**config.mk**
```make
export PLATFORM = sky130hd
export DESIGN_NAME = flagged_channel_averager
export DESIGN_NICKNAME = d
export VERILOG_FILES = /design/src/sv/fca_pkg.sv /design/src/sv/fca_div.sv /design/src/sv/fca_lane.sv /design/src/sv/flagged_channel_averager.sv
export VERILOG_INCLUDE_DIRS = /design/src /design/src/sv
export SDC_FILE = /design/constraint.sdc
export NUM_CORES = 2
export LEC_CHECK = 0
export BUFFER_PORTS_ARGS = -buffer_cell sky130_fd_sc_hd__buf_4
export CORE_MARGIN = 10
export CORE_UTILIZATION = 35
export CTS_BUF_LIST = sky130_fd_sc_hd__clkbuf_8
export CTS_CLUSTER_DIAMETER = 60
export DETAILED_ROUTE_END_ITERATION = 16
export PLACE_DENSITY = 0.54
export SLEW_MARGIN = 20
export SYNTH_ARGS = -nofsm -noshare
export SYNTH_HDL_FRONTEND = slang
export SYNTH_HIERARCHICAL = 1
export SYNTH_SLANG_ARGS = --single-unit
```
**constraint.sdc**
```tcl
create_clock -name clk -period 13 [get_ports clk]
set_clock_uncertainty 0.05 [all_clocks]
set_input_delay 0 -clock clk [delete_from_list [all_inputs] [get_ports clk]]
set_output_delay 0 -clock clk [all_outputs]
set_load 0.01 [all_outputs]
```
**src/sv/flagged_channel_averager_assert.svh**
```systemverilog
// Assertion macros for the flagged channel averager.
`ifndef FLAGGED_CHANNEL_AVERAGER_ASSERT_SVH
`define FLAGGED_CHANNEL_AVERAGER_ASSERT_SVH

// antecedent implies consequent in the same cycle
`define FCA_ASSERT_IMP(label, ante, cons) \
	label: assert property (@(posedge clk) disable iff (!arst_n) (ante) |-> (cons)) \
		else $error("assertion failed");

// antecedent implies consequent in the next cycle
`define FCA_ASSERT_NEXT(label, ante, cons) \
	label: assert property (@(posedge clk) disable iff (!arst_n) (ante) |=> (cons)) \
		else $error("assertion failed");

`endif

```
**src/sv/fca_pkg.sv**
```systemverilog
// Shared types and constants of the flagged channel averager.
package fca_pkg;

	localparam int unsigned CORR_W   = 24;
	localparam int unsigned N_PARTS  = 8;
	localparam int unsigned FREQ_W   = 40;
	localparam int unsigned MARK_W   = 2;
	localparam int unsigned S_DATA_W = 240;
	localparam int unsigned M_DATA_W = 232;

	localparam logic [MARK_W-1:0] MARK_WITHIN = 2'd0;

	localparam logic KIND_ROW  = 1'b0;
	localparam logic KIND_FREQ = 1'b1;

	typedef enum logic [1:0] {
		ST_ACC,
		ST_DIV,
		ST_ROW,
		ST_FREQ
	} fca_state_t;

	// per-beat control shared by all lanes
	typedef struct packed {
		logic add;   // add this sample to the row sum
		logic fin;   // row ends on this beat: start the divide, clear the sum
	} fca_lane_ctl_t;

endpackage

```
**src/sv/fca_div.sv**
```systemverilog
// Restoring unsigned divider, one quotient bit per cycle.
module fca_div #(
	parameter int unsigned NUM_W = 35,
	parameter int unsigned DEN_W = 11
) (
	input  logic             clk,
	input  logic             arst_n,
	input  logic             start,
	input  logic [NUM_W-1:0] num,
	input  logic [DEN_W-1:0] den,
	output logic [NUM_W-1:0] quot,
	output logic             done
);

	localparam int unsigned CNT_W = $clog2(NUM_W + 1);

	logic [NUM_W-1:0] quot_q;
	logic [DEN_W-1:0] rem_q;
	logic [DEN_W-1:0] den_q;
	logic [CNT_W-1:0] cnt_q;
	logic             done_q;
	logic [DEN_W:0]   rem_sh;
	logic [DEN_W:0]   diff;

	assign rem_sh = {rem_q, quot_q[NUM_W-1]};
	assign diff   = rem_sh - {1'b0, den_q};

	always_ff @(posedge clk or negedge arst_n) begin
		if (!arst_n) begin
			cnt_q  <= '0;
			done_q <= 1'b0;
		end else if (start) begin
			cnt_q  <= CNT_W'(NUM_W);
			done_q <= 1'b0;
		end else if (cnt_q != '0) begin
			cnt_q  <= cnt_q - 1'b1;
			done_q <= (cnt_q == CNT_W'(1));
		end
	end

	always_ff @(posedge clk) begin
		if (start) begin
			quot_q <= num;
			rem_q  <= '0;
			den_q  <= den;
		end else if (cnt_q != '0) begin
			if (!diff[DEN_W]) begin
				rem_q  <= diff[DEN_W-1:0];
				quot_q <= {quot_q[NUM_W-2:0], 1'b1};
			end else begin
				rem_q  <= rem_sh[DEN_W-1:0];
				quot_q <= {quot_q[NUM_W-2:0], 1'b0};
			end
		end
	end

	assign quot = quot_q;
	assign done = done_q;

endmodule

```
**src/sv/fca_lane.sv**
```systemverilog
// One correlation part: row accumulator and signed mean via serial divide.
module fca_lane #(
	parameter int unsigned CNT_W = 11
) (
	input  logic                         clk,
	input  logic                         arst_n,
	input  fca_pkg::fca_lane_ctl_t       ctl,
	input  logic [fca_pkg::CORR_W-1:0]   sample,
	input  logic [CNT_W-1:0]             count,
	output logic [fca_pkg::CORR_W-1:0]   avg,
	output logic                         done
);

	localparam int unsigned SUM_W = fca_pkg::CORR_W + CNT_W;

	logic [SUM_W-1:0] sum_q;
	logic [SUM_W-1:0] sum_total;
	logic [SUM_W-1:0] mag;
	logic             neg_q;
	logic [SUM_W-1:0] quot;
	logic [fca_pkg::CORR_W-1:0] q_low;

	assign sum_total = ctl.add
		? sum_q + {{(SUM_W-fca_pkg::CORR_W){sample[fca_pkg::CORR_W-1]}}, sample}
		: sum_q;
	assign mag = sum_total[SUM_W-1] ? (~sum_total + 1'b1) : sum_total;

	always_ff @(posedge clk or negedge arst_n) begin
		if (!arst_n) begin
			sum_q <= '0;
		end else if (ctl.fin) begin
			sum_q <= '0;
		end else if (ctl.add) begin
			sum_q <= sum_total;
		end
	end

	always_ff @(posedge clk) begin
		if (ctl.fin) begin
			neg_q <= sum_total[SUM_W-1];
		end
	end

	fca_div #(
		.NUM_W(SUM_W),
		.DEN_W(CNT_W)
	) u_div (
		.clk   (clk),
		.arst_n(arst_n),
		.start (ctl.fin),
		.num   (mag),
		.den   (count),
		.quot  (quot),
		.done  (done)
	);

	// truncation toward zero: divide magnitudes, restore the sign
	assign q_low = quot[fca_pkg::CORR_W-1:0];
	assign avg   = neg_q ? (~q_low + 1'b1) : q_low;

endmodule

```
**src/sv/flagged_channel_averager.sv**
```systemverilog
// Top level of the flagged channel averager: lanes, frequency mean, result merge.
//
//  channel | dir | tdata (low bit up)                            | tuser / tlast
//  s_      | in  | corr0_re..corr3_im, chan_freq, end_marker     | chan_flagged, row_flagged
//  m_      | out | avg0_re..avg3_im, mean_freq                   | result_kind, row_flag_out / last_out
//
// Samples within a row are taken back to back while s_tready is high. A row end stalls
// input while the eight lane dividers run; a buffer end also waits on the frequency
// divider. Each result beat then waits for m_tready; input is held off until all are taken.
// Reset clears all sums and counts.
module flagged_channel_averager #(
	parameter int unsigned MAX_CHANNELS = 1024,
	parameter int unsigned MAX_ROWS     = 4096
) (
	input  logic                           clk,
	input  logic                           arst_n,
	input  logic                           s_tvalid,
	output logic                           s_tready,
	input  logic [fca_pkg::S_DATA_W-1:0]   s_tdata,  // corr0_re..corr3_im, chan_freq, end_marker
	input  logic [1:0]                     s_tuser,  // chan_flagged, row_flagged
	output logic                           m_tvalid,
	input  logic                           m_tready,
	output logic [fca_pkg::M_DATA_W-1:0]   m_tdata,  // avg0_re..avg3_im, mean_freq
	output logic [1:0]                     m_tuser,  // result_kind, row_flag_out
	output logic                           m_tlast
);

	`include "flagged_channel_averager_assert.svh"

	localparam int unsigned CNT_W    = $clog2(MAX_CHANNELS + 1);
	localparam longint unsigned FCAP = longint'(MAX_CHANNELS) * longint'(MAX_ROWS);
	localparam int unsigned FCNT_W   = $clog2(FCAP + 1);
	localparam int unsigned FSUM_W   = fca_pkg::FREQ_W + FCNT_W;
	localparam int unsigned CORRS_W  = fca_pkg::CORR_W * fca_pkg::N_PARTS;
	localparam int unsigned FREQ_LO  = CORRS_W;
	localparam int unsigned MARK_LO  = CORRS_W + fca_pkg::FREQ_W;

	fca_pkg::fca_state_t state_q, state_d;

	logic [CNT_W-1:0]  cnt_q;
	logic [FCNT_W-1:0] fcnt_q;
	logic [FSUM_W-1:0] fsum_q;
	logic              acc;
	logic              use_s;
	logic              add_row;
	logic              add_f;
	logic              fin;
	logic [fca_pkg::MARK_W-1:0] marker;
	logic [CNT_W-1:0]  cnt_total;
	logic [FCNT_W-1:0] fcnt_total;
	logic [FSUM_W-1:0] fsum_total;
	logic              rowflag_q;
	logic              bufend_q;
	logic              fzero_q;
	logic              fdone;
	logic [FSUM_W-1:0] fquot;
	logic [fca_pkg::N_PARTS-1:0] lane_done;
	logic [fca_pkg::CORR_W-1:0]  lane_avg [fca_pkg::N_PARTS];
	fca_pkg::fca_lane_ctl_t      ctl;
	logic              div_ready;
	logic [fca_pkg::M_DATA_W-1:0]  row_data;
	logic [fca_pkg::M_DATA_W-1:0]  freq_data;

	logic                          vld_q;
	logic [fca_pkg::M_DATA_W-1:0]  data_q;
	logic [1:0]                    user_q;
	logic                          last_q;

	assign s_tready = (state_q == fca_pkg::ST_ACC);
	assign acc      = s_tvalid && s_tready;
	assign marker   = s_tdata[MARK_LO +: fca_pkg::MARK_W];
	assign use_s    = !s_tuser[0] && !s_tuser[1];
	assign add_row  = acc && use_s && (cnt_q < CNT_W'(MAX_CHANNELS));
	assign add_f    = acc && use_s && (fcnt_q < FCNT_W'(FCAP));
	assign fin      = acc && (marker != fca_pkg::MARK_WITHIN);
	assign ctl      = '{add: add_row, fin: fin};

	assign cnt_total  = cnt_q + CNT_W'(add_row);
	assign fcnt_total = fcnt_q + FCNT_W'(add_f);
	assign fsum_total = add_f
		? fsum_q + {{(FSUM_W-fca_pkg::FREQ_W){1'b0}}, s_tdata[FREQ_LO +: fca_pkg::FREQ_W]}
		: fsum_q;

	for (genvar g = 0; g < fca_pkg::N_PARTS; g++) begin : g_lane
		fca_lane #(
			.CNT_W(CNT_W)
		) u_lane (
			.clk   (clk),
			.arst_n(arst_n),
			.ctl   (ctl),
			.sample(s_tdata[g*fca_pkg::CORR_W +: fca_pkg::CORR_W]),
			.count (cnt_total),
			.avg   (lane_avg[g]),
			.done  (lane_done[g])
		);
	end

	fca_div #(
		.NUM_W(FSUM_W),
		.DEN_W(FCNT_W)
	) u_fdiv (
		.clk   (clk),
		.arst_n(arst_n),
		.start (fin && marker[1]),
		.num   (fsum_total),
		.den   (fcnt_total),
		.quot  (fquot),
		.done  (fdone)
	);

	// accumulators
	always_ff @(posedge clk or negedge arst_n) begin
		if (!arst_n) begin
			cnt_q  <= '0;
			fcnt_q <= '0;
			fsum_q <= '0;
		end else if (acc) begin
			cnt_q <= fin ? '0 : cnt_total;
			if (fin && marker[1]) begin
				fcnt_q <= '0;
				fsum_q <= '0;
			end else begin
				fcnt_q <= fcnt_total;
				fsum_q <= fsum_total;
			end
		end
	end

	always_ff @(posedge clk) begin
		if (fin) begin
			rowflag_q <= s_tuser[1] || (cnt_total == '0);
			bufend_q  <= marker[1];
			fzero_q   <= (fcnt_total == '0);
		end
	end

	assign div_ready = (&lane_done) && (!bufend_q || fdone);

	always_ff @(posedge clk or negedge arst_n) begin
		if (!arst_n) begin
			state_q <= fca_pkg::ST_ACC;
		end else begin
			state_q <= state_d;
		end
	end

	always_comb begin
		state_d = state_q;
		case (state_q)
			fca_pkg::ST_ACC:  if (fin) state_d = fca_pkg::ST_DIV;
			fca_pkg::ST_DIV:  if (div_ready) state_d = fca_pkg::ST_ROW;
			fca_pkg::ST_ROW:  if (m_tready) begin
				state_d = bufend_q ? fca_pkg::ST_FREQ : fca_pkg::ST_ACC;
			end
			fca_pkg::ST_FREQ: if (m_tready) state_d = fca_pkg::ST_ACC;
			default:          state_d = fca_pkg::ST_ACC;
		endcase
	end

	// flagged or empty rows give zero data
	for (genvar g = 0; g < fca_pkg::N_PARTS; g++) begin : g_row_data
		assign row_data[g*fca_pkg::CORR_W +: fca_pkg::CORR_W] =
			rowflag_q ? {fca_pkg::CORR_W{1'b0}} : lane_avg[g];
	end
	assign row_data[FREQ_LO +: fca_pkg::FREQ_W] = {fca_pkg::FREQ_W{1'b0}};

	assign freq_data = {fzero_q ? {fca_pkg::FREQ_W{1'b0}} : fquot[fca_pkg::FREQ_W-1:0],
		{CORRS_W{1'b0}}};

	// merge: output register holding one result beat
	always_ff @(posedge clk or negedge arst_n) begin
		if (!arst_n) begin
			vld_q <= 1'b0;
		end else begin
			vld_q <= (state_d == fca_pkg::ST_ROW) || (state_d == fca_pkg::ST_FREQ);
		end
	end

	always_ff @(posedge clk) begin
		if (state_q == fca_pkg::ST_DIV && div_ready) begin
			data_q <= row_data;
			user_q <= {rowflag_q, fca_pkg::KIND_ROW};
			last_q <= !bufend_q;
		end else if (state_q == fca_pkg::ST_ROW && m_tready) begin
			data_q <= freq_data;
			user_q <= {1'b0, fca_pkg::KIND_FREQ};
			last_q <= 1'b1;
		end
	end

	assign m_tvalid = vld_q;
	assign m_tdata  = data_q;
	assign m_tuser  = user_q;
	assign m_tlast  = last_q;

	`FCA_ASSERT_IMP(a_no_overlap, m_tvalid, !s_tready)
	`FCA_ASSERT_IMP(a_freq_last, m_tvalid && m_tuser[0], m_tlast)
	`FCA_ASSERT_NEXT(a_fin_div, fin, state_q == fca_pkg::ST_DIV)

endmodule
```
======== After elaboration in Yosys (flattened, before gate mapping) ========
Index checks and enable logic that the tools add are counted.
storage, ports and cells
  output and inout port bits .............. 237
  input bits .............................. 246
  bits in registers ....................... 1,177
  logic and storage cells ................. 322
operators by class
  equal/unequal tests ..................... 14
  reductions and logical operators ........ 41
  bitwise operators ....................... 16
  mux-type cells .......................... 137
  order comparisons ....................... 2
  add/subtract/negate cells ............... 45
operators with widths
  kind                   count
  $mux 35                48
  $mux 192               2
  $mux 24                16
  $add 35x1->35 const B  8
  $add 35x35->35         8
  $not 35->35            8
  $mux 63                4
  $add 24x1->24 const B  8
  $not 24->24            8
  $mux 6                 18
  $mux 11                9
  $sub 12x11->12         8
  $add 63x40->63         1
  $eq 6x1->1 const B     9
  $reduce_bool 6->1      9
  $sub 6x1->6 const B    9
  $mux 23                2
  $mux 40                1
  $mux 1                 29
  $reduce_bool 2->1      12
  $sub 24x23->24         1
  $add 23x1->23          1
  $logic_not 23->1       1
  $lt 23x23->1 const B   1
  12 further kinds       34

======== Logic depth before layout (Yosys ltp) ========
  depth in word-level cells ............... 9
  depth in mapped cells ................... 19
  mapped depth without buffers ............ 15

======== Cells and area by module ========
The synthesis kept the hierarchy.
modules (own cells, without submodules)
  module                                 sequential area each (um^2)  cells each  instances  area an instance (um^2)
  fca_lane at g_lane[0].u_lane ...       905.9                        652         7          5,123.7
  fca_div at g_lane[0].u_lane.u_div ...  1,776.7                      264         8          3,296.9
  flagged_channel_averager               9,238.9                      1,646       1          17,195.2
  fca_div at u_fdiv                      3,218.1                      495         1          5,999.5
  fca_lane at g_lane[6].u_lane           905.9                        640         1          5,108.6

======== Least setup slack after synthesis ========
No wires, ideal clock.
  kind .................................... register to register
  start point ............................. register state_q[0]
  end point ............................... register g_lane[0].u_lane.u_div.quot_q[0] (enable)
  slack ................................... 5.318 ns
  stages on the path, launching flop included .. 9
  arrival ................................. 7.239 ns
  path buffers ............................ 4
  clock period less this slack ............ 7.682 ns
  data required time ...................... 12.557 ns
  library setup time ...................... 0.393 ns
  cell sequence ........................... dfrtp_1 -> clkbuf_1 -> nor2_1 -> nand2_1 -> clkbuf_1 -> nor2_1 -> clkbuf_1 -> clkbuf_1 -> or3_1
between the ends
  longest elaborated chain between the ends .. 4
RTL lines
  what                         line                             source
  from (decl)                  flagged_channel_averager.sv:38   fca_pkg::fca_state_t state_q, state_d;
  from (signal assigned)       flagged_channel_averager.sv:141  state_q <= fca_pkg::ST_ACC;
  from (signal assigned)       flagged_channel_averager.sv:143  state_q <= state_d;
  $logic_not 2->1              flagged_channel_averager.sv:69   assign s_tready = (state_q == fca_pkg::ST_ACC);
  net s_tready                 flagged_channel_averager.sv:18   output logic s_tready,
  $logic_and 1x1->1            flagged_channel_averager.sv:70   assign acc = s_tvalid && s_tready;
  $logic_and 1x1->1            flagged_channel_averager.sv:75   assign fin = acc && (marker != fca_pkg::MARK_WITHIN);
  net fin                      flagged_channel_averager.sv:47   logic fin;
  $reduce_bool 2->1 (no line)  --
  to (signal assigned)         fca_div.sv:43                    quot_q <= num;
  to (signal assigned)         fca_div.sv:49                    quot_q <= {quot_q[NUM_W-2:0], 1'b1};
  to (signal assigned)         fca_div.sv:52                    quot_q <= {quot_q[NUM_W-2:0], 1'b0};
  to (decl)                    fca_div.sv:17                    logic [NUM_W-1:0] quot_q;
The timed path passes the listed nets, and every way through them passes these cells.
A chain may end at the register's enable or synchronous reset.

======== Worst setup path after layout ========
  start point ............................. register state_q[0]
  end point ............................... register g_lane[6].u_lane.u_div.quot_q[32] (data pin)
between the ends
  longest elaborated chain between the ends .. 9
  elaborated cells on any way between the ends .. 10
  classes of those cells .................. 1 x add/sub; 3 x mux; 1 x bitwise; 5 x reduce/logical
RTL lines
  what                                 line                            source
  $logic_not 2->1 (*)                  flagged_channel_averager.sv:69
  $logic_and 1x1->1 (*)                flagged_channel_averager.sv:70
  $logic_and 1x1->1 (*) (2 in series)  flagged_channel_averager.sv:73  assign add_row = acc && use_s && (cnt_q < CNT_W'(MAX_CHANNELS));
  net add_row                          flagged_channel_averager.sv:45  logic add_row;
  $mux 35 (*)                          fca_lane.sv:24                  ? sum_q + {{(SUM_W-fca_pkg::CORR_W){sample[fca_pkg::CORR_W-1]}}, sample}
  $not 35->35                          fca_lane.sv:26                  assign mag = sum_total[SUM_W-1] ? (~sum_total + 1'b1) : sum_total;
  $add 35x1->35                        fca_lane.sv:26
  $mux 35 (*)                          fca_lane.sv:26
  net g_lane[6].u_lane.mag[32]         fca_lane.sv:18                  logic [SUM_W-1:0] mag;
  $mux 35 (*)                          fca_div.sv:42                   if (start) begin
  to (signal assigned)                 fca_div.sv:43
  to (signal assigned)                 fca_div.sv:49
  to (signal assigned)                 fca_div.sv:52
  to (decl)                            fca_div.sv:17
The timed path passes the listed nets; every way through them passes the cells marked *.

==> results.json <==
{
  "syn_area_per_cell_um2": 9.57,
  "first_iter_violations": 5206,
  "worst_ep_required_time_ns": 13.63,
  "synth_edf_count": 659,
  "rsz0062_at_grt": "no",
  "layout.area.seq_um2": 33900,
  "status": "completed",
  "grt_util_all_layers_pct": 18.2,
  "drive_above_1_share_pct": 16.5,
  "fmax_mhz": 154,
  "grt_pass1_wl_um": 421000,
  "end_kind": "flop",
  "hp-start": "s_tdata[39]",
  "setup_tns_ns": 0,
  "maxCapViolCount": 0,
  "die_y_um": 529,
  "hpwl_um": 190000,
  "drcViolationCount": 0,
  "critPathKind": "flop to flop",
  "async_flop_share_pct": 35.3,
  "synth.largest_area_cell": "edfxtp_1",
  "io_pins": 483,
  "initial_core_util_pct": 35.2,
  "ys_warn_count": 6,
  "dieArea_um2": 279000,
  "synth.top_cells.by_count": "nor2_1 (730), nand2_1 (707), edfxtp_1 (659)",
  "pre_cts_ws_ns": 6.79,
  "cts_tree": "yes",
  "dr.pass1.iters": 6,
  "arrival_ns": 7.14,
  "die_w_um": 529,
  "p_leak_nw": 43.2,
  "startpoint_type": "flop",
  "hold_depth": 6,
  "rows": 186,
  "ys_ff_latch": 1254,
  "fill_cells": 25100,
  "final.setup.worst_slack_ns": 6.49,
  "syn_to_final_growth_pct": 17.1,
  "routedWlPerCell_um": 19.3,
  "fp.coreArea_um2": 257000,
  "syn_nets": 10200,
  "grt_start_max_net_pins": 161,
  "worst_pin_slew_ns": 1.11,
  "post-route-min-period_ns": 6.51,
  "final_hold_viol_count": 0,
  "synth_area_um2": 90500,
  "clk_pin_slew_ns": 0.06,
  "syn_inst": 9457,
  "numPortBuffers": 476,
  "worst_hold_path.endpoint": "g_lane[1].u_lane/sum_q[15]$_DFFE_PN0P_",
  "routed_wl_um": 266000,
  "cts_sinks": 1254,
  "startpoint": "state_q[0]$_DFF_PN0_",
  "grt_pass1_vias": 75000,
  "grt_overflow": 0,
  "ir_worst_vdd_uv": 103,
  "drv_slew": 0,
  "synth_flop_cell": "edfxtp_1",
  "drt-vias-per-instance": 5.47,
  "globalplace.congestion": 0.897,
  "r2r_start": "state_q[0]$_DFF_PN0_",
  "nets": 10900,
  "ant_nets": 0,
  "cts_resized": 0,
  "r2r-end": "g_lane[6].u_lane/u_div/quot[32]$_DFFE_PP_",
  "hold_class": "input pin to flop",
  "synth_area_leaders": "edfxtp_1 (22%), dfrtp_1 (12%), ha_1 (6.4%), xnor2_1 (4.8%), mux2_2 (4.5%)",
  "worst-r2r-setup-slack_ns": 6.49,
  "clock_latency_ns": 0.93,
  "r2r_cells": 19,
  "seq_area_frac_synth_pct": 37.5,
  "power.density_nw_per_um2": 201,
  "yosysMostFrequentCell": "nor2_1",
  "htree_levels": 5,
  "num_vias": 75400,
  "multi_input_area_um2": 53300,
  "cts-buffers-inserted": 267,
  "clockBufferDepth": 4,
  "max-slew-margin-rel_pct": 26.2,
  "yosysUniqueCellTypes": 136,
  "clockRootBuffer": "clkbuf_8",
  "cp_max_fo": 77,
  "finalCritPeriodShare_pct": 50.1,
  "synth_top_area_share_pct": 21.9,
  "setup_viol": 0,
  "antenna_found_initial": 13
}
## power breakdown
part,total (mW),leakage (nW),internal (mW),switching (mW)
Clock,4.22,2.99,2.29,1.93
Sequential,6.51,13.4,5.53,0.975
Combinational,10.6,26.8,4.63,5.93
Total,21.3,43.2,12.4,8.84
## critical path: stages, from the launching register on
cell,delay [ns]
dfrtp_1,0.49
nor2_1,0.27
nand2_4,0.33
nor4_2,0.36
buf_4,0.56
buf_12,0.42
inv_1,0.07
buf_4,0.26
o2bb2ai_1,0.17
dlygate4sd3_1,0.57
nor3_2,0.27
nand3_1,0.20
nor3_1,0.31
nand3_1,0.28
nor4_2,0.50
and3_1,0.31
nand2_1,0.15
o31ai_2,0.26
xnor2_1,0.09
mux2_2,0.25
## cells by family (layout without fill, tap and decap cells)
kind of cell,after synthesis,after routing,share of synthesized area (%)
xor gates and xnor gates,709,709,6.87
DFF,1254,1254,37.5
other,0,6,0
buffers and inverters,814,1750,3.85
adders and majority gates,479,479,6.77
and+or+nand+nor,3217,3217,19.4
AOI/OAI and AO/OA,2462,2462,19.3
muxes,522,522,6.33
## layer usage
metal | routed length, um | share of wire [%] | global-route usage, %
met4 | 5470 | 2.1 | 4.26
met5 | 23 | 0.0087 | 0
met1 | 125000 | 47 | 25.2
met3 | 14600 | 5.5 | 3.06
met2 | 121000 | 46 | 29.5
## layout by cell type, fill, tap and decap left out, types with 88 or more instances in the layout
| cell type | Yosys | final |
|---|---|---|
| a211oi_1 | 157 | 157 |
| a21o_1 | 167 | 167 |
| a21oi_1 | 604 | 604 |
| a31oi_1 | 111 | 111 |
| and2_1 | 247 | 246 |
| and3_1 | 91 | 91 |
| buf_4 | 7 | 535 |
| clkbuf_8 | 0 | 297 |
| dfrtp_1 | 443 | 443 |
| dfxtp_1 | 152 | 152 |
| dlygate4sd3_1 | 0 | 395 |
| edfxtp_1 | 659 | 659 |
| ha_1 | 461 | 461 |
| inv_1 | 320 | 412 |
| mux2_2 | 364 | 364 |
| mux2i_1 | 150 | 150 |
| nand2_1 | 707 | 705 |
| nand2b_1 | 109 | 108 |
| nand3_1 | 191 | 191 |
| nand3b_1 | 88 | 88 |
| nand4_1 | 141 | 141 |
| nor2_1 | 730 | 727 |
| nor2b_1 | 129 | 129 |
| nor3_1 | 239 | 238 |
| o21ai_0 | 398 | 398 |
| or3_1 | 151 | 147 |
| xnor2_1 | 501 | 499 |
| xor2_1 | 207 | 200 |
## sequential cells by signal (all words and copies together), names as in the netlist
signal / count
g_lane.u_lane/sum_q: 280
g_lane.u_lane/u_div/quot: 280
m_tdata: 232
g_lane.u_lane/u_div/den_q: 88
g_lane.u_lane/u_div/rem_q: 88
fsum_q: 63
u_fdiv/quot: 63
g_lane.u_lane/u_div/cnt_q: 48
fcnt_q: 23
u_fdiv/den_q: 23
u_fdiv/rem_q: 23
cnt_q: 11
g_lane.u_lane/neg_q: 8
g_lane.u_lane/u_div/done: 8
u_fdiv/cnt_q: 6
m_tuser: 2
state_q: 2
bufend_q: 1
fzero_q: 1
m_tlast: 1
m_tvalid: 1
rowflag_q: 1
u_fdiv/done: 1
## worst max path at each step
| stage | endpoint | cells after the start |
|---|---|---|
| after floorplan | g_lane[0].u_lane/u_div/quot[0]$_DFFE_PP_ | 8 |
| after global placement | g_lane[5].u_lane/u_div/quot[30]$_DFFE_PP_ | 16 |
| after detailed placement | g_lane[5].u_lane/u_div/quot[32]$_DFFE_PP_ | 16 |
| after CTS | g_lane[3].u_lane/u_div/quot[33]$_DFFE_PP_ | 18 |
| after global routing | g_lane[6].u_lane/u_div/quot[32]$_DFFE_PP_ | 19 |
| final | g_lane[6].u_lane/u_div/quot[32]$_DFFE_PP_ | 19 |
## stage by stage
stage          hold slack (ns)  area [um^2]  util, %  cells  power (mW)
3_5_place_dp           -0.0620        96800     37.6  12900        16.8
2_1_floorplan           -0.346        90500        -   9457        14.5
4_1_cts                0.00200       106000     41.2  13800        21.5
3_3_place_gp           -0.0705        96800     37.6  12900        16.6
5_1_grt                 0.0961       106000     41.2  13800        23.0
6_report                 0.105       106000     41.2  13800        21.3
## layout make-up
type	count	area share, %
flip-flops and latches	1254	32.0
clock buffers	297	3.86
clock inverters	182	1.02
well taps	3384	3.99
multi-input cells	7389	50.2
inverters	330	1.17
diodes	6	0.0142
repair buffers	941	7.71
## repair_timing
| action | CTS | global route |
|---|---|---|
| endpoints found under the setup margin | 0 | 0 |
| buffers inserted | 0 | 0 |
| hold buffers | 396 | 0 |
| endpoints found under the hold margin | 854 | 0 |
(Power assumes the default switching activity.)
